==> config.mk <==
export PLATFORM = sky130hd
export DESIGN_NAME = wlan_bssid_frame_filter_counter
export DESIGN_NICKNAME = d
export VERILOG_FILES = /design/src/rtl/wbffc_pkg.sv /design/src/rtl/wlan_bssid_frame_filter_counter.sv /design/src/rtl/wbffc_front.sv /design/src/rtl/wbffc_queue.sv /design/src/rtl/wbffc_back.sv
export VERILOG_INCLUDE_DIRS = /design/src /design/src/rtl
export SDC_FILE = /design/constraint.sdc
export NUM_CORES = 1
export LEC_CHECK = 0
export ABC_AREA = 1
export BUFFER_PORTS_ARGS = -buffer_cell sky130_fd_sc_hd__buf_2
export CAP_MARGIN = 20
export CORE_MARGIN = 1
export CORE_UTILIZATION = 50
export DETAILED_ROUTE_END_ITERATION = 12
export PLACE_DENSITY = 0.77
export SYNTH_ARGS = -nofsm -noshare
export SYNTH_HDL_FRONTEND = slang
export SYNTH_HIERARCHICAL = 1
export SYNTH_SLANG_ARGS = --single-unit
==> constraint.sdc <==
create_clock -name i_clk -period 3.7 [get_ports i_clk]
set_clock_uncertainty 0.1 [all_clocks]
set_input_delay 0.185 -clock i_clk [delete_from_list [all_inputs] [get_ports i_clk]]
set_output_delay 0.185 -clock i_clk [all_outputs]
set_load 0.005 [all_outputs]
==> src/rtl/wlan_bssid_frame_filter_counter_assert.svh <==
// Assertion macros shared by the BSSID frame filter modules.
// Each macro expects i_clk and i_rst_n to exist in the module that uses it.
`ifndef WLAN_BSSID_FRAME_FILTER_COUNTER_ASSERT_SVH
`define WLAN_BSSID_FRAME_FILTER_COUNTER_ASSERT_SVH

// Consequent must hold in the same cycle as the antecedent.
`define WBFFC_ASSERT_SAME(label, ante, cons, msg) \
    label: assert property (@(posedge i_clk) disable iff (!i_rst_n) \
        (ante) |-> (cons)) else $error(msg);

// Consequent must hold in the cycle after the antecedent.
`define WBFFC_ASSERT_NEXT(label, ante, cons, msg) \
    label: assert property (@(posedge i_clk) disable iff (!i_rst_n) \
        (ante) |=> (cons)) else $error(msg);

`endif

==> src/rtl/wbffc_pkg.sv <==
// Shared types and constants for the BSSID frame filter and counter.
// No dependencies; every other file of the block except the assertion macro header refers to this package.
package wbffc_pkg;

    // Address and field geometry.
    localparam int ADDR_BYTES = 6;
    localparam int ADDR_W     = ADDR_BYTES * 8;
    localparam int FC_W       = 8;
    localparam int TYPE_LSB   = 2;
    localparam int TYPE_W     = 2;
    localparam int RSSI_W     = 8;
    localparam int TIME_W     = 32;

    // Beacon frames carry this exact first frame-control byte.
    localparam logic [FC_W-1:0] BEACON_BYTE = 8'h80;

    // Counter storage width and the width shown on the outputs.
    localparam int COUNT_WIDTH = 32;
    localparam int CNT_OUT_W   = 32;
    localparam logic [COUNT_WIDTH-1:0] CNT_ONE = COUNT_WIDTH'(1);

    // Queue between the classify stage and the update stage.
    localparam int QUEUE_DEPTH = 2;
    localparam int Q_PTR_W     = $clog2(QUEUE_DEPTH);
    localparam int Q_CNT_W     = $clog2(QUEUE_DEPTH + 1);

    // Configuration port geometry: 64-bit registers on 8-byte spacing.
    localparam int CFG_DATA_W = 64;
    localparam int CFG_ADDR_W = 4;
    localparam int CFG_IDX_W  = CFG_ADDR_W - 3;
    localparam logic [CFG_IDX_W-1:0] REG_TARGET_BSSID = CFG_IDX_W'(0);

    // Frame type decoded from frame-control bits 3:2.
    typedef enum logic [TYPE_W-1:0] {
        FC_MGMT = 2'd0,
        FC_CTRL = 2'd1,
        FC_DATA = 2'd2,
        FC_RSVD = 2'd3
    } t_frame_class;

    // One classified frame as it travels from front to back.
    typedef struct packed {
        t_frame_class              frame_class;
        logic                      mgmt_hit;
        logic                      any_hit;
        logic                      beacon_hit;
        logic signed [RSSI_W-1:0]  rssi;
        logic [TIME_W-1:0]         now_ms;
    } t_item;

    // Queue occupancy seen by its producer and consumer.
    typedef struct packed {
        logic full;
        logic empty;
    } t_q_status;

endpackage

==> src/rtl/wlan_bssid_frame_filter_counter.sv <==
// Top level of the BSSID frame filter and counter: register port, front
// stage, queue and back stage. Depends on wbffc_pkg, wbffc_front/queue/back.
//
//   Channel   Direction  Handshake               Payload
//   in        input      i_in_valid/o_in_stall   frame control, 3 addresses, rssi, time
//   out       output     o_out_valid/i_out_stall match, class, counters, beacon latch
//   cfg       input      psel/penable/pwrite     target_bssid at byte address 0
//
// One frame per cycle is sustained while the output is not stalled; after the front
// register accepts a frame, its result passes through a queue write and the result register.
// While the output is stalled, the front register and the two-entry queue hold
// up to three more frames; the input stalls once they are full.
// Synchronous active-low reset clears counters, the beacon latch, target BSSID
// and all valid flags; it needs no clearing pass.
module wlan_bssid_frame_filter_counter (
    input  logic                                 i_clk,
    input  logic                                 i_rst_n,
    // Configuration port.
    input  logic                                 psel,
    input  logic                                 penable,
    input  logic                                 pwrite,
    input  logic [wbffc_pkg::CFG_ADDR_W-1:0]     paddr,
    input  logic [wbffc_pkg::CFG_DATA_W-1:0]     pwdata,
    output logic [wbffc_pkg::CFG_DATA_W-1:0]     prdata,
    output logic                                 pready,
    // Frame input.
    input  logic                                 i_in_valid,
    output logic                                 o_in_stall,
    input  logic [wbffc_pkg::FC_W-1:0]           i_frame_ctrl_byte,
    input  logic [wbffc_pkg::ADDR_W-1:0]         i_addr_one,
    input  logic [wbffc_pkg::ADDR_W-1:0]         i_addr_two,
    input  logic [wbffc_pkg::ADDR_W-1:0]         i_addr_three,
    input  logic signed [wbffc_pkg::RSSI_W-1:0]  i_rx_rssi,
    input  logic [wbffc_pkg::TIME_W-1:0]         i_now_ms,
    // Result output.
    output logic                                 o_out_valid,
    input  logic                                 i_out_stall,
    output logic                                 o_matched,
    output logic [wbffc_pkg::TYPE_W-1:0]         o_frame_class,
    output logic [wbffc_pkg::CNT_OUT_W-1:0]      o_mgmt_count,
    output logic [wbffc_pkg::CNT_OUT_W-1:0]      o_ctrl_count,
    output logic [wbffc_pkg::CNT_OUT_W-1:0]      o_data_count,
    output logic signed [wbffc_pkg::RSSI_W-1:0]  o_rssi_latest,
    output logic [wbffc_pkg::TIME_W-1:0]         o_rssi_time_ms,
    output logic                                 o_rssi_updated
);

    logic [wbffc_pkg::ADDR_W-1:0]    r_target_bssid;
    logic [wbffc_pkg::CFG_IDX_W-1:0] reg_index;
    logic                            cfg_write;
    logic                            push;
    logic                            pop;
    wbffc_pkg::t_item                front_item;
    wbffc_pkg::t_item                queue_item;
    wbffc_pkg::t_q_status            q_status;

    // Register decode: one 64-bit register per 8-byte slot.
    assign pready    = 1'b1;
    assign reg_index = paddr[wbffc_pkg::CFG_ADDR_W-1:3];
    assign cfg_write = psel && penable && pwrite && pready;

    always_ff @(posedge i_clk) begin
        if (!i_rst_n) begin
            r_target_bssid <= '0;
        end else if (cfg_write && (reg_index == wbffc_pkg::REG_TARGET_BSSID)) begin
            r_target_bssid <= pwdata[wbffc_pkg::ADDR_W-1:0];
        end
    end

    // Read data for the register port.
    always_comb begin
        if (reg_index == wbffc_pkg::REG_TARGET_BSSID) begin
            prdata = wbffc_pkg::CFG_DATA_W'(r_target_bssid);
        end else begin
            prdata = '0;
        end
    end

    wbffc_front u_front (
        .i_clk             (i_clk),
        .i_rst_n           (i_rst_n),
        .i_in_valid        (i_in_valid),
        .o_in_stall        (o_in_stall),
        .i_frame_ctrl_byte (i_frame_ctrl_byte),
        .i_addr_one        (i_addr_one),
        .i_addr_two        (i_addr_two),
        .i_addr_three      (i_addr_three),
        .i_rx_rssi         (i_rx_rssi),
        .i_now_ms          (i_now_ms),
        .i_target_bssid    (r_target_bssid),
        .i_q_status        (q_status),
        .o_push            (push),
        .o_item            (front_item)
    );

    wbffc_queue u_queue (
        .i_clk    (i_clk),
        .i_rst_n  (i_rst_n),
        .i_push   (push),
        .i_item   (front_item),
        .i_pop    (pop),
        .o_item   (queue_item),
        .o_status (q_status)
    );

    wbffc_back u_back (
        .i_clk          (i_clk),
        .i_rst_n        (i_rst_n),
        .i_q_status     (q_status),
        .i_item         (queue_item),
        .o_pop          (pop),
        .o_out_valid    (o_out_valid),
        .i_out_stall    (i_out_stall),
        .o_matched      (o_matched),
        .o_frame_class  (o_frame_class),
        .o_mgmt_count   (o_mgmt_count),
        .o_ctrl_count   (o_ctrl_count),
        .o_data_count   (o_data_count),
        .o_rssi_latest  (o_rssi_latest),
        .o_rssi_time_ms (o_rssi_time_ms),
        .o_rssi_updated (o_rssi_updated)
    );

endmodule

==> src/rtl/wbffc_front.sv <==
// Front stage: takes frame headers, compares addresses against the target
// BSSID and registers a classified item. Depends on wbffc_pkg.
module wbffc_front (
    input  logic                               i_clk,
    input  logic                               i_rst_n,
    input  logic                               i_in_valid,
    output logic                               o_in_stall,
    input  logic [wbffc_pkg::FC_W-1:0]         i_frame_ctrl_byte,
    input  logic [wbffc_pkg::ADDR_W-1:0]       i_addr_one,
    input  logic [wbffc_pkg::ADDR_W-1:0]       i_addr_two,
    input  logic [wbffc_pkg::ADDR_W-1:0]       i_addr_three,
    input  logic signed [wbffc_pkg::RSSI_W-1:0] i_rx_rssi,
    input  logic [wbffc_pkg::TIME_W-1:0]       i_now_ms,
    input  logic [wbffc_pkg::ADDR_W-1:0]       i_target_bssid,
    input  wbffc_pkg::t_q_status               i_q_status,
    output logic                               o_push,
    output wbffc_pkg::t_item                   o_item
);

    logic             r_valid;
    logic             n_valid;
    wbffc_pkg::t_item r_item;
    wbffc_pkg::t_item n_item;
    logic             accept;
    logic             hit_one;
    logic             hit_two;
    logic             hit_three;

    // The stage holds while its item cannot move into the queue.
    assign o_in_stall = r_valid && i_q_status.full;
    assign accept     = i_in_valid && !o_in_stall;
    assign o_push     = r_valid && !i_q_status.full;
    assign o_item     = r_item;

    // Address compares and type decode.
    always_comb begin
        hit_one   = (i_addr_one == i_target_bssid);
        hit_two   = (i_addr_two == i_target_bssid);
        hit_three = (i_addr_three == i_target_bssid);
        n_item.frame_class = wbffc_pkg::t_frame_class'(
            i_frame_ctrl_byte[wbffc_pkg::TYPE_LSB +: wbffc_pkg::TYPE_W]);
        n_item.mgmt_hit   = hit_three;
        n_item.any_hit    = hit_one || hit_two || hit_three;
        n_item.beacon_hit = (i_frame_ctrl_byte == wbffc_pkg::BEACON_BYTE) && hit_two;
        n_item.rssi       = i_rx_rssi;
        n_item.now_ms     = i_now_ms;
    end

    // Stage occupancy.
    always_comb begin
        n_valid = r_valid;
        if (accept) begin
            n_valid = 1'b1;
        end else if (o_push) begin
            n_valid = 1'b0;
        end
    end

    always_ff @(posedge i_clk) begin
        if (!i_rst_n) begin
            r_valid <= 1'b0;
        end else begin
            r_valid <= n_valid;
        end
    end

    // Item payload, loaded on each accepted transfer.
    always_ff @(posedge i_clk) begin
        if (accept) begin
            r_item <= n_item;
        end
    end

endmodule

==> src/rtl/wbffc_queue.sv <==
// Short queue of classified frames between the front and back stages.
// Depends on wbffc_pkg and the shared assertion macros.
`include "wlan_bssid_frame_filter_counter_assert.svh"

module wbffc_queue (
    input  logic                  i_clk,
    input  logic                  i_rst_n,
    input  logic                  i_push,
    input  wbffc_pkg::t_item      i_item,
    input  logic                  i_pop,
    output wbffc_pkg::t_item      o_item,
    output wbffc_pkg::t_q_status  o_status
);

    wbffc_pkg::t_item                 r_mem [wbffc_pkg::QUEUE_DEPTH];
    logic [wbffc_pkg::Q_PTR_W-1:0]    r_wr_ptr;
    logic [wbffc_pkg::Q_PTR_W-1:0]    r_rd_ptr;
    logic [wbffc_pkg::Q_CNT_W-1:0]    r_count;
    logic [wbffc_pkg::Q_PTR_W-1:0]    n_wr_ptr;
    logic [wbffc_pkg::Q_PTR_W-1:0]    n_rd_ptr;
    logic [wbffc_pkg::Q_CNT_W-1:0]    n_count;

    localparam logic [wbffc_pkg::Q_PTR_W-1:0] PTR_LAST =
        wbffc_pkg::Q_PTR_W'(wbffc_pkg::QUEUE_DEPTH - 1);
    localparam logic [wbffc_pkg::Q_CNT_W-1:0] CNT_FULL =
        wbffc_pkg::Q_CNT_W'(wbffc_pkg::QUEUE_DEPTH);

    assign o_status.full  = (r_count == CNT_FULL);
    assign o_status.empty = (r_count == '0);
    assign o_item         = r_mem[r_rd_ptr];

    // Pointer and fill count updates.
    always_comb begin
        n_wr_ptr = r_wr_ptr;
        n_rd_ptr = r_rd_ptr;
        n_count  = r_count;
        if (i_push) begin
            n_wr_ptr = (r_wr_ptr == PTR_LAST) ? '0 : r_wr_ptr + 1'b1;
        end
        if (i_pop) begin
            n_rd_ptr = (r_rd_ptr == PTR_LAST) ? '0 : r_rd_ptr + 1'b1;
        end
        if (i_push && !i_pop) begin
            n_count = r_count + 1'b1;
        end else if (i_pop && !i_push) begin
            n_count = r_count - 1'b1;
        end
    end

    always_ff @(posedge i_clk) begin
        if (!i_rst_n) begin
            r_wr_ptr <= '0;
            r_rd_ptr <= '0;
            r_count  <= '0;
        end else begin
            r_wr_ptr <= n_wr_ptr;
            r_rd_ptr <= n_rd_ptr;
            r_count  <= n_count;
        end
    end

    // Entry storage.
    always_ff @(posedge i_clk) begin
        if (i_push) begin
            r_mem[r_wr_ptr] <= i_item;
        end
    end

    `WBFFC_ASSERT_SAME(a_pop_not_empty, i_pop, r_count != '0, "pop from empty queue")
    `WBFFC_ASSERT_NEXT(a_fill_up, i_push && !i_pop, r_count == $past(r_count) + 1'b1, "count did not rise")
    `WBFFC_ASSERT_NEXT(a_fill_down, i_pop && !i_push, r_count == $past(r_count) - 1'b1, "count did not fall")

endmodule

==> src/rtl/wbffc_back.sv <==
// Back stage: applies each queued frame to the counters and the beacon
// latch, and holds the result transfer. Depends on wbffc_pkg and the macros.
`include "wlan_bssid_frame_filter_counter_assert.svh"

module wbffc_back (
    input  logic                                i_clk,
    input  logic                                i_rst_n,
    input  wbffc_pkg::t_q_status                i_q_status,
    input  wbffc_pkg::t_item                    i_item,
    output logic                                o_pop,
    output logic                                o_out_valid,
    input  logic                                i_out_stall,
    output logic                                o_matched,
    output logic [wbffc_pkg::TYPE_W-1:0]        o_frame_class,
    output logic [wbffc_pkg::CNT_OUT_W-1:0]     o_mgmt_count,
    output logic [wbffc_pkg::CNT_OUT_W-1:0]     o_ctrl_count,
    output logic [wbffc_pkg::CNT_OUT_W-1:0]     o_data_count,
    output logic signed [wbffc_pkg::RSSI_W-1:0] o_rssi_latest,
    output logic [wbffc_pkg::TIME_W-1:0]        o_rssi_time_ms,
    output logic                                o_rssi_updated
);

    logic                                r_out_valid;
    logic                                n_out_valid;
    logic                                r_matched;
    wbffc_pkg::t_frame_class             r_class;
    logic                                r_updated;
    logic [wbffc_pkg::COUNT_WIDTH-1:0]   r_mgmt_total;
    logic [wbffc_pkg::COUNT_WIDTH-1:0]   r_ctrl_total;
    logic [wbffc_pkg::COUNT_WIDTH-1:0]   r_data_total;
    logic signed [wbffc_pkg::RSSI_W-1:0] r_beacon_rssi;
    logic [wbffc_pkg::TIME_W-1:0]        r_beacon_time;
    logic [wbffc_pkg::COUNT_WIDTH-1:0]   n_mgmt_total;
    logic [wbffc_pkg::COUNT_WIDTH-1:0]   n_ctrl_total;
    logic [wbffc_pkg::COUNT_WIDTH-1:0]   n_data_total;
    logic signed [wbffc_pkg::RSSI_W-1:0] n_beacon_rssi;
    logic [wbffc_pkg::TIME_W-1:0]        n_beacon_time;
    logic                                hit;
    logic                                latch;

    // A frame leaves the queue whenever the result register is free or its result is being taken.
    assign o_pop = !i_q_status.empty && (!r_out_valid || !i_out_stall);

    // Match rule per frame type.
    always_comb begin
        case (i_item.frame_class)
            wbffc_pkg::FC_MGMT: hit = i_item.mgmt_hit;
            wbffc_pkg::FC_CTRL: hit = i_item.any_hit;
            wbffc_pkg::FC_DATA: hit = i_item.any_hit;
            default:            hit = 1'b0;
        endcase
        latch = (i_item.frame_class == wbffc_pkg::FC_MGMT) && i_item.mgmt_hit
                && i_item.beacon_hit;
    end

    // Counter and beacon latch updates for the frame being popped.
    always_comb begin
        n_mgmt_total  = r_mgmt_total;
        n_ctrl_total  = r_ctrl_total;
        n_data_total  = r_data_total;
        n_beacon_rssi = r_beacon_rssi;
        n_beacon_time = r_beacon_time;
        if (o_pop && hit) begin
            case (i_item.frame_class)
                wbffc_pkg::FC_MGMT: n_mgmt_total = r_mgmt_total + wbffc_pkg::CNT_ONE;
                wbffc_pkg::FC_CTRL: n_ctrl_total = r_ctrl_total + wbffc_pkg::CNT_ONE;
                wbffc_pkg::FC_DATA: n_data_total = r_data_total + wbffc_pkg::CNT_ONE;
                default:            n_mgmt_total = r_mgmt_total;
            endcase
        end
        if (o_pop && latch) begin
            n_beacon_rssi = i_item.rssi;
            n_beacon_time = i_item.now_ms;
        end
    end

    // Result valid: set by a pop, cleared once the transfer completes.
    always_comb begin
        n_out_valid = r_out_valid;
        if (o_pop) begin
            n_out_valid = 1'b1;
        end else if (!i_out_stall) begin
            n_out_valid = 1'b0;
        end
    end

    always_ff @(posedge i_clk) begin
        if (!i_rst_n) begin
            r_out_valid   <= 1'b0;
            r_mgmt_total  <= '0;
            r_ctrl_total  <= '0;
            r_data_total  <= '0;
            r_beacon_rssi <= '0;
            r_beacon_time <= '0;
        end else begin
            r_out_valid   <= n_out_valid;
            r_mgmt_total  <= n_mgmt_total;
            r_ctrl_total  <= n_ctrl_total;
            r_data_total  <= n_data_total;
            r_beacon_rssi <= n_beacon_rssi;
            r_beacon_time <= n_beacon_time;
        end
    end

    // Per-frame result flags.
    always_ff @(posedge i_clk) begin
        if (o_pop) begin
            r_matched <= hit;
            r_class   <= i_item.frame_class;
            r_updated <= latch;
        end
    end

    assign o_out_valid    = r_out_valid;
    assign o_matched      = r_matched;
    assign o_frame_class  = r_class;
    assign o_rssi_updated = r_updated;
    assign o_mgmt_count   = wbffc_pkg::CNT_OUT_W'(r_mgmt_total);
    assign o_ctrl_count   = wbffc_pkg::CNT_OUT_W'(r_ctrl_total);
    assign o_data_count   = wbffc_pkg::CNT_OUT_W'(r_data_total);
    assign o_rssi_latest  = r_beacon_rssi;
    assign o_rssi_time_ms = r_beacon_time;

    `WBFFC_ASSERT_SAME(a_update_is_mgmt, r_out_valid && r_updated, r_matched && (r_class == wbffc_pkg::FC_MGMT), "beacon latch without a counted management frame")
    `WBFFC_ASSERT_SAME(a_mgmt_step, $past(i_rst_n) && (r_mgmt_total != $past(r_mgmt_total)), $past(o_pop && hit && (i_item.frame_class == wbffc_pkg::FC_MGMT)), "management counter moved without a match")
    `WBFFC_ASSERT_SAME(a_data_step, $past(i_rst_n) && (r_data_total != $past(r_data_total)), $past(o_pop && hit && (i_item.frame_class == wbffc_pkg::FC_DATA)), "data counter moved without a match")

endmodule

* Word level (Yosys, flattened, before mapping) *
Memories as Yosys holds them, arrays and structs flattened. A register that Yosys moved wholly into a read port is not among the register bits.
Index checks and enable logic that the tools add are counted.

operators by class
  add/sub/neg operators = 7
  equality and inequality tests = 8
  multiplexer cells = 14
  bitwise gates (word level) = 1
  reduce and logical (&&, ||, !) cells = 32

operator list
  kind                     count
  $eq A48 B48 Y1           3
  $add A32 B1 Y32 const B  3
  $mux W48                 1
  $logic_and A1 B1 Y1      14
  $mux W1                  10
  $eq A8 B8 Y1 const B     1
  $logic_not A1 Y1         7
  $reduce_and A2 Y1        3
  $eq A2 B2 Y1 const B     2
  $logic_not A2 Y1         2
  $mux W2                  2
  $reduce_bool A2 Y1       2
  $logic_or A1 B1 Y1       3
  $add A1 B1 Y1 const B    2
  $add A2 B1 Y2 const B    1
  $eq A2 B1 Y1 const B     1
  $ne A2 B1 Y1 const B     1
  $pmux W1 S2              1
  $reduce_or A2 Y1         1
  $sub A2 B1 Y2 const B    1
  $not A1 Y1               1

word-level totals
  register bits after elaboration = 239
  memory bits (writable) = 90
  input port bits = 267
  output and inout port bits = 207
  word-level logic and storage cells = 83
  memories kept = 1

memories
  memory         words  bits a word  read ports  clocked after memory_dff  write ports  RTL line           RTL
  u_queue.r_mem  2      45           1           1                         1            wbffc_queue.sv:15  wbffc_pkg::t_item r_mem [wbffc_pkg::QUEUE_DEPTH];

* Logic depth before layout (Yosys ltp) *
Gate-level depths: netlist (run 1).

  depth in word-level cells = 7
  gate-level depth with buffers = 14
  gate-level depth less buffers = 11

* Modules after synthesis *
The synthesis (run 1) kept the hierarchy.

by module, submodules not included
  module                           instances  cells an instance  area an instance (µm²)
  wbffc_back                       1          996                6,780.3
  wbffc_queue                      1          175                3,678.5
  wbffc_front                      1          470                3,562.2
  wlan_bssid_frame_filter_counter  1          435                2,576.2

* Least setup slack after synthesis (run 1) *
OpenSTA, ideal clock, no wires.

  kind = flip-flop to flip-flop
  from = register u_queue/r_count[1] (netlist name)
  to = memory u_queue/r_mem[0][0] (netlist name) (enable)
  arrival time = 2,557 ps
  required time = 3,152 ps
  path slack = 595 ps
  stages on the path, launching flop included = 6
  path buffers = 0
  period minus slack after synthesis = 3,105 ps
  path through = dfxtp_1 -> inv_1 -> nor2_1 -> nor2_1 -> inv_1 -> nor2_1

RTL lines
  what                      RTL line           RTL
  start: declaration        wbffc_queue.sv:18  logic [wbffc_pkg::Q_CNT_W-1:0] r_count;
  start signal: assignment  wbffc_queue.sv:58  r_count <= n_count;
  end: declaration          wbffc_queue.sv:15

==> results.toml, run 1 <==
[cts]
clk_latency_ns = 0.54
cts_buffers = 37
cts.sinks = 330
htreeDepth = 2
ctsLongestPathBuffers = 3
clk_pin_slew_ns = 0.06
postCtsHoldBufs = 95
cts_tree = "done"
root_buffer = "clkbuf_16"
ctsResizeCount = 0
cts_setup_buffers = 0

[power_and_ir_drop]
power.density_nw_per_um2 = 446.7
ir_worst_vdd_mv = 0.4003
leakage_uw = 0.009325

[synth]
synthTopCellsByArea = "edfxtp_1, dfxtp_1, nand2_1"
ys.flop_type = "dfxtp_1"
yosys.cell_types.count = 43
synth_most_common_cell = "nand2_1"
ys_seq_area_share_pct = 48.19
yosys_warnings = 6
ys_seq_elements = 330
synthArstFlopShare_pct = 0
syn_area_um2 = 16600
syn_area_per_cell_um2 = 7.995
synth-edff-count = 139
synth.largest_area_cell = "edfxtp_1"
netlist_top_cells_count = "nand2_1, nor2_1, inv_1, dfxtp_1, edfxtp_1"
syn_inst = 2076
synth_top_area_share_pct = 25.15

[grt]
grt_pass1_vias = 15080
gr-usage-all-layers_pct = 29.47
grt_max_degree = 74
grt_pass1_wl_um = 77690
overflow = 0
antenna_found_initial = 6

[hold_path]
hold_end = "u_front/o_item[40]"
worstHoldStart = "i_frame_ctrl_byte[0]"
holdPathStages = 4
hold_path.class = "in -> reg"

[placement]
numPortBuffers = 437
hpwl_um = 36530
place_area_um2 = 19030
dp.cells = 2907
routabilityCongestion = 0.9781

[detailed_routing]
vias = 15570
ant_nets = 0
viasPerCell = 5.058
drc = 0
wirelength_um = 51090
avgRoutedWirePerCell_um = 16.60
first_pass_iters = 8
drt_iter0_markers = 1057

[die]
dieHeight_um = 184.2
dieWidth_um = 184.2
rows = 66
die-area_um2 = 33930
start_util_pct = 50.88
core_area_um2 = 32620
pin_count = 474

[sta]
max_freq_mhz = 345.0
rsz0062_at_grt = "no"
final_max_slew_viol_count = 0
fin_crit_sh_pct = 78.34
worst_slew_pin_slew_ns = 1.058
max-slew-margin-rel_pct = 29.35
finalHoldViolCount = 0
setup_violations = 0
post-route-min-period_ns = 2.899
setup_tns_ns = 0

[critical_path]
endpoint_kind = "flop"
r2r_end = "u_back/o_data_count[31]"
path_buf_inv = 1
cp_slowest_cell = "nor2_1"
rr_worst_depth = 10
setup.worst_path.class = "reg -> reg"
critPathMaxStageDelay_ns = 0.70
cp_top_family = "simple AND/OR/NAND/NOR gates"
worstSetupStartpointType = "flop"
cp.required_ns = 4.02
worstPathMaxFanout = 12
rrSetupSlack_ns = 0.80
cp_cell_sequence = "mux2_4, inv_1, ha_1, nand2_1, nand2_2, nand4_2, nor2_1, nand3_1, nand2_1, nor2_1"
cp.arrival_ns = 3.21

[final_layout]
instances_no_fill = 3078
syn_to_final_growth_pct = 28.10
drive_gt1_share_pct = 22.82
fin_area_um2 = 21260
layout.nets = 2876

[run]
maxCapViolCount = 0

[status]
outcome = "finished clean"
[routing by layer]
| metal | GRT usage, % | wire length (um) | vias to the layer above |
|---|---|---|---|
| li1 | - | - | 7538 |
| met1 | 35.25 | 20490 | 7234 |
| met2 | 52.21 | 25130 | 668 |
| met3 | 5.216 | 3521 | 128 |
| met4 | 11.83 | 1934 | 2 |
| met5 | 0 | 13 | - |
[power by group]
part / leakage [uW] / switching, uW / internal (uW)
Clock: 0.000592 / 1500 / 2110
Combinational: 0.00588 / 896 / 764
Sequential: 0.00285 / 146 / 4080
Total: 0.00933 / 2550 / 6950
[cells by family after synthesis]
logic type / synth area share, %
buffers and inverters: 8.594
DFF: 48.19
and+or+nand+nor: 28.22
xor gates and xnor gates: 6.755
adders and majority gates: 0.6031
muxes: 3.958
AOI/OAI and AO/OA: 3.641
other: 0.04525
[tightest hold or removal path: stages]
cell and delay [ns]:
buf_2 0.07, nor4_1 0.04, nand2_1 0.14, nor2_2 0.05
[placed cells by master, fill, tap and decap left out, types with 40 or more instances in the layout]
master,synthesis,routed
nand2_1,456,456
nor2_1,453,450
buf_2,17,436
inv_1,242,241
dfxtp_1,191,190
edfxtp_1,139,139
nand3_1,123,123
xnor2_1,117,117
dlygate4sd3_1,0,95
a21oi_1,56,56
o21ai_0,56,56
mux2_4,40,40
[how the worst max path moves through the flow]
stage / endpoint / from / cells past startpoint / slack [ns]
2_1_floorplan: u_queue/r_mem[0][0] / u_queue/r_count[1] / 5 / 0.60
3_3_place_gp: u_back/o_data_count[31] / flop / 10 / 0.93
3_5_place_dp: u_back/o_data_count[11] / flop / 9 / 0.84
4_1_cts: u_back/o_data_count[31] / flop / 10 / 0.81
5_1_grt: u_back/o_data_count[31] / u_queue/r_mem[1][43] / 10 / 0.57
6_report: u_back/o_data_count[31] / flop / 10 / 0.80
[per-stage QoR]
step                      setup slack, ns  util (%)  total power, uW  hold WS [ns]
after global placement             0.9295     58.33             5780        0.2632
after global routing               0.5738     65.16             9868       0.02079
after CTS                          0.8094     64.96             9525      0.002393
after detailed placement           0.8442     58.33             5844        0.2631
final                              0.8014     65.18             9497       0.02100
after floorplan                    0.5951         -             5423        0.1839
[cell type report]
class | count | area (um^2)
fillers | 2686 | 11360
flip-flops and latches | 330 | 7999
multi-input cells | 1437 | 7257
repair buffers | 547 | 3293
clock buffers | 56 | 1077
inverters | 248 | 930.9
well taps | 442 | 553.0
clock inverters | 11 | 133.9
diodes | 7 | 17.52
[registers in the layout (all words and copies together) (netlist names), named ones only]
signal / count
r_target_bssid: 48
u_back/o_ctrl_count: 32
u_back/o_data_count: 32
u_back/o_frame_class: 2
u_back/o_matched: 1
u_back/o_mgmt_count: 32
u_back/o_out_valid: 1
u_back/o_rssi_latest: 8
u_back/o_rssi_time_ms: 32
u_back/o_rssi_updated: 1
u_front/o_item: 45
u_front/r_valid: 1
u_queue/r_count: 2
u_queue/r_mem: 90
u_queue/r_rd_ptr: 1
u_queue/r_wr_ptr: 1
No activity file was read; power rests on OpenSTA's default activity.
==> run 2, diff against run 1 <==
--- a/config.mk
+++ b/config.mk
@@ -10,9 +10,9 @@
 export BUFFER_PORTS_ARGS = -buffer_cell sky130_fd_sc_hd__buf_2
 export CAP_MARGIN = 20
 export CORE_MARGIN = 1
-export CORE_UTILIZATION = 50
+export CORE_UTILIZATION = 48
 export DETAILED_ROUTE_END_ITERATION = 12
-export PLACE_DENSITY = 0.77
+export PLACE_DENSITY = 0.78
 export SYNTH_ARGS = -nofsm -noshare
 export SYNTH_HDL_FRONTEND = slang
 export SYNTH_HIERARCHICAL = 1
==> constraint.sdc (replaced) <==
create_clock -name i_clk -period 2.35 [get_ports i_clk]
set_clock_uncertainty 0.1 [all_clocks]
set_input_delay 0.1175 -clock i_clk [delete_from_list [all_inputs] [get_ports i_clk]]
set_output_delay 0.1175 -clock i_clk [all_outputs]
set_load 0.005 [all_outputs]
==> results.toml, run 2 (synthesis results as in run 1) <==
[die]
dieHeight_um = 188.0
rows = 67
die-area_um2 = 35330
pin_count = 474
core_area_um2 = 33780
start_util_pct = 49.13
dieWidth_um = 188.0

[detailed_routing]
first_pass_iters = 6
drt_iter0_markers = 1290
avgRoutedWirePerCell_um = 16.42
drc = 0
viasPerCell = 5.033
ant_nets = 0
vias = 15760
wirelength_um = 51430

[critical_path]
worstSetupStartpointType = "flop"
setup.worst_path.class = "reg -> reg"
cp.required_ns = 2.63
critPathMaxStageDelay_ns = 0.37
cp.arrival_ns = 2.50
rrSetupSlack_ns = 0.13
cp_cell_sequence = "mux2_4, inv_1, ha_1, nand2_2, nand2_4, nand3_4, nor2_4, buf_4, nand2_1, xor2_1, nor2_1"
rr_worst_depth = 11
endpoint_kind = "flop"
cp_slowest_cell = "dfxtp_2"
worstPathMaxFanout = 6
r2r_end = "u_back/o_mgmt_count[6]"

[run]
maxCapViolCount = 0

[cts]
cts_buffers = 36
htreeDepth = 2
root_buffer = "clkbuf_16"
clk_latency_ns = 0.53
cts.sinks = 330
ctsLongestPathBuffers = 3
cts_tree = "done"
clk_pin_slew_ns = 0.06

[power_and_ir_drop]
power_uw = 15560
power.density_nw_per_um2 = 711.5
ir_worst_vdd_mv = 0.5436
leakage_uw = 0.009620

[final_layout]
layout.nets = 2926
nFillCells = 2742
drive_gt1_share_pct = 23.65
layout_common_cells = "nand2_1, nor2_1, buf_2, inv_1, dfxtp_1"
final_common_cell = "nand2_1"
syn_to_final_growth_pct = 31.77
largest_register_ffs = 90
regMostFlops = "u_queue/r_mem"

[grt]
grt_pass1_vias = 15110
gr-usage-all-layers_pct = 28.25
overflow = 0
grt_max_degree = 62
grt_pass1_wl_um = 78560
antenna_found_initial = 9

[sta]
final_max_slew_viol_count = 0
setup_violations = 0
post-route-min-period_ns = 2.217
setup_tns_ns = 0
worst_slew_pin_slew_ns = 1.002
max_freq_mhz = 451.2
finalHoldViolCount = 0
max-slew-margin-rel_pct = 33.05
fin_crit_sh_pct = 94.32

[hold_path]
hold_path.class = "in -> reg"
worstHoldStart = "paddr[3]"
holdPathStages = 5
hold_end = "r_target_bssid[39]"

[placement]
hpwl_um = 36650
numPortBuffers = 437
routabilityCongestion = 1.031

[status]
outcome = "finished clean"
## run 2: cell types whose count changed in the layout (fill, tap and decap cells not counted), moves of 3 or more
cell	change
dlygate4sd3_1	+24
clkbuf_1	-5
buf_4	+18
clkbuf_8	-3
nor2_1	-4
buf_6	+6
nor2_2	+3
buf_12	+5
bufinv_16	+6
## run 2: per-stage QoR
step / cell area, um^2 / utilization (%) / std cells / hold slack, ns / setup slack, ns
after floorplan: 16660 / - / 2091 / 0.1164 / 0.02286
after global placement: 19230 / 56.92 / 2934 / 0.1948 / 0.09380
after detailed placement: 19230 / 56.92 / 2934 / 0.1956 / -0.01544
after CTS: 21710 / 64.26 / 3117 / 0.001799 / 0.01275
final: 21870 / 64.73 / 3132 / 0.01131 / 0.1335
after global routing: 21860 / 64.72 / 3130 / 0.03631 / -0.04256
## run 2: cell type report
| type | instances | area, um^2 | share of cell area [%] |
|---|---|---|---|
| Antenna cell | 7 | 17.52 | 0.08010 |
| Clock buffer | 47 | 992.2 | 4.537 |
| Clock inverter | 17 | 291.5 | 1.333 |
| Inverter | 248 | 930.9 | 4.257 |
| Multi-Input combinational cell | 1437 | 7297 | 33.37 |
| Sequential cell | 330 | 7999 | 36.58 |
| Tap cell | 448 | 560.5 | 2.563 |
| Timing Repair Buffer | 598 | 3781 | 17.29 |
## run 2: critical path: cells and delay by family, from the launching register on
kind                       cells  cell delay (ns)
adders and majority gates      1             0.18
muxes                          1             0.33
DFF                            1             0.37
and+or+nand+nor                6             0.72
buffers and inverters          2             0.25
xor gates and xnor gates       1             0.14
## run 2: repair_timing
item,CTS,global route
buffers inserted,0,8
pin swaps,0,8
setup endpoints to repair,3,101
gates resized for setup,1,18
hold endpoints to repair,96,0
hold buffers,119,0
## run 2: layer usage
layer,up-vias,wire length [um],global-route usage [%]
li1,7651,-,-
met1,7290,19990,33.92
met2,697,25700,49.76
met3,124,3861,5.203
met4,2,1871,11.23
met5,-,13,0
## run 2: worst max path at each step
| stage | to | from | cells after the start |
|---|---|---|---|
| floorplan | u_back/o_ctrl_count[30] | flop | 13 |
| global placement | u_back/o_data_count[20] | flop | 10 |
| detailed placement | u_back/o_data_count[20] | flop | 10 |
| CTS | u_back/o_data_count[9] | flop | 10 |
| global route | u_back/o_mgmt_count[6] | flop | 11 |
| finish | u_back/o_mgmt_count[6] | flop | 11 |
## run 2: power by group
part | internal (uW) | switching (uW)
combinational | 1320 | 1470
sequential | 6420 | 233
clock | 3770 | 2350
total | 11500 | 4040
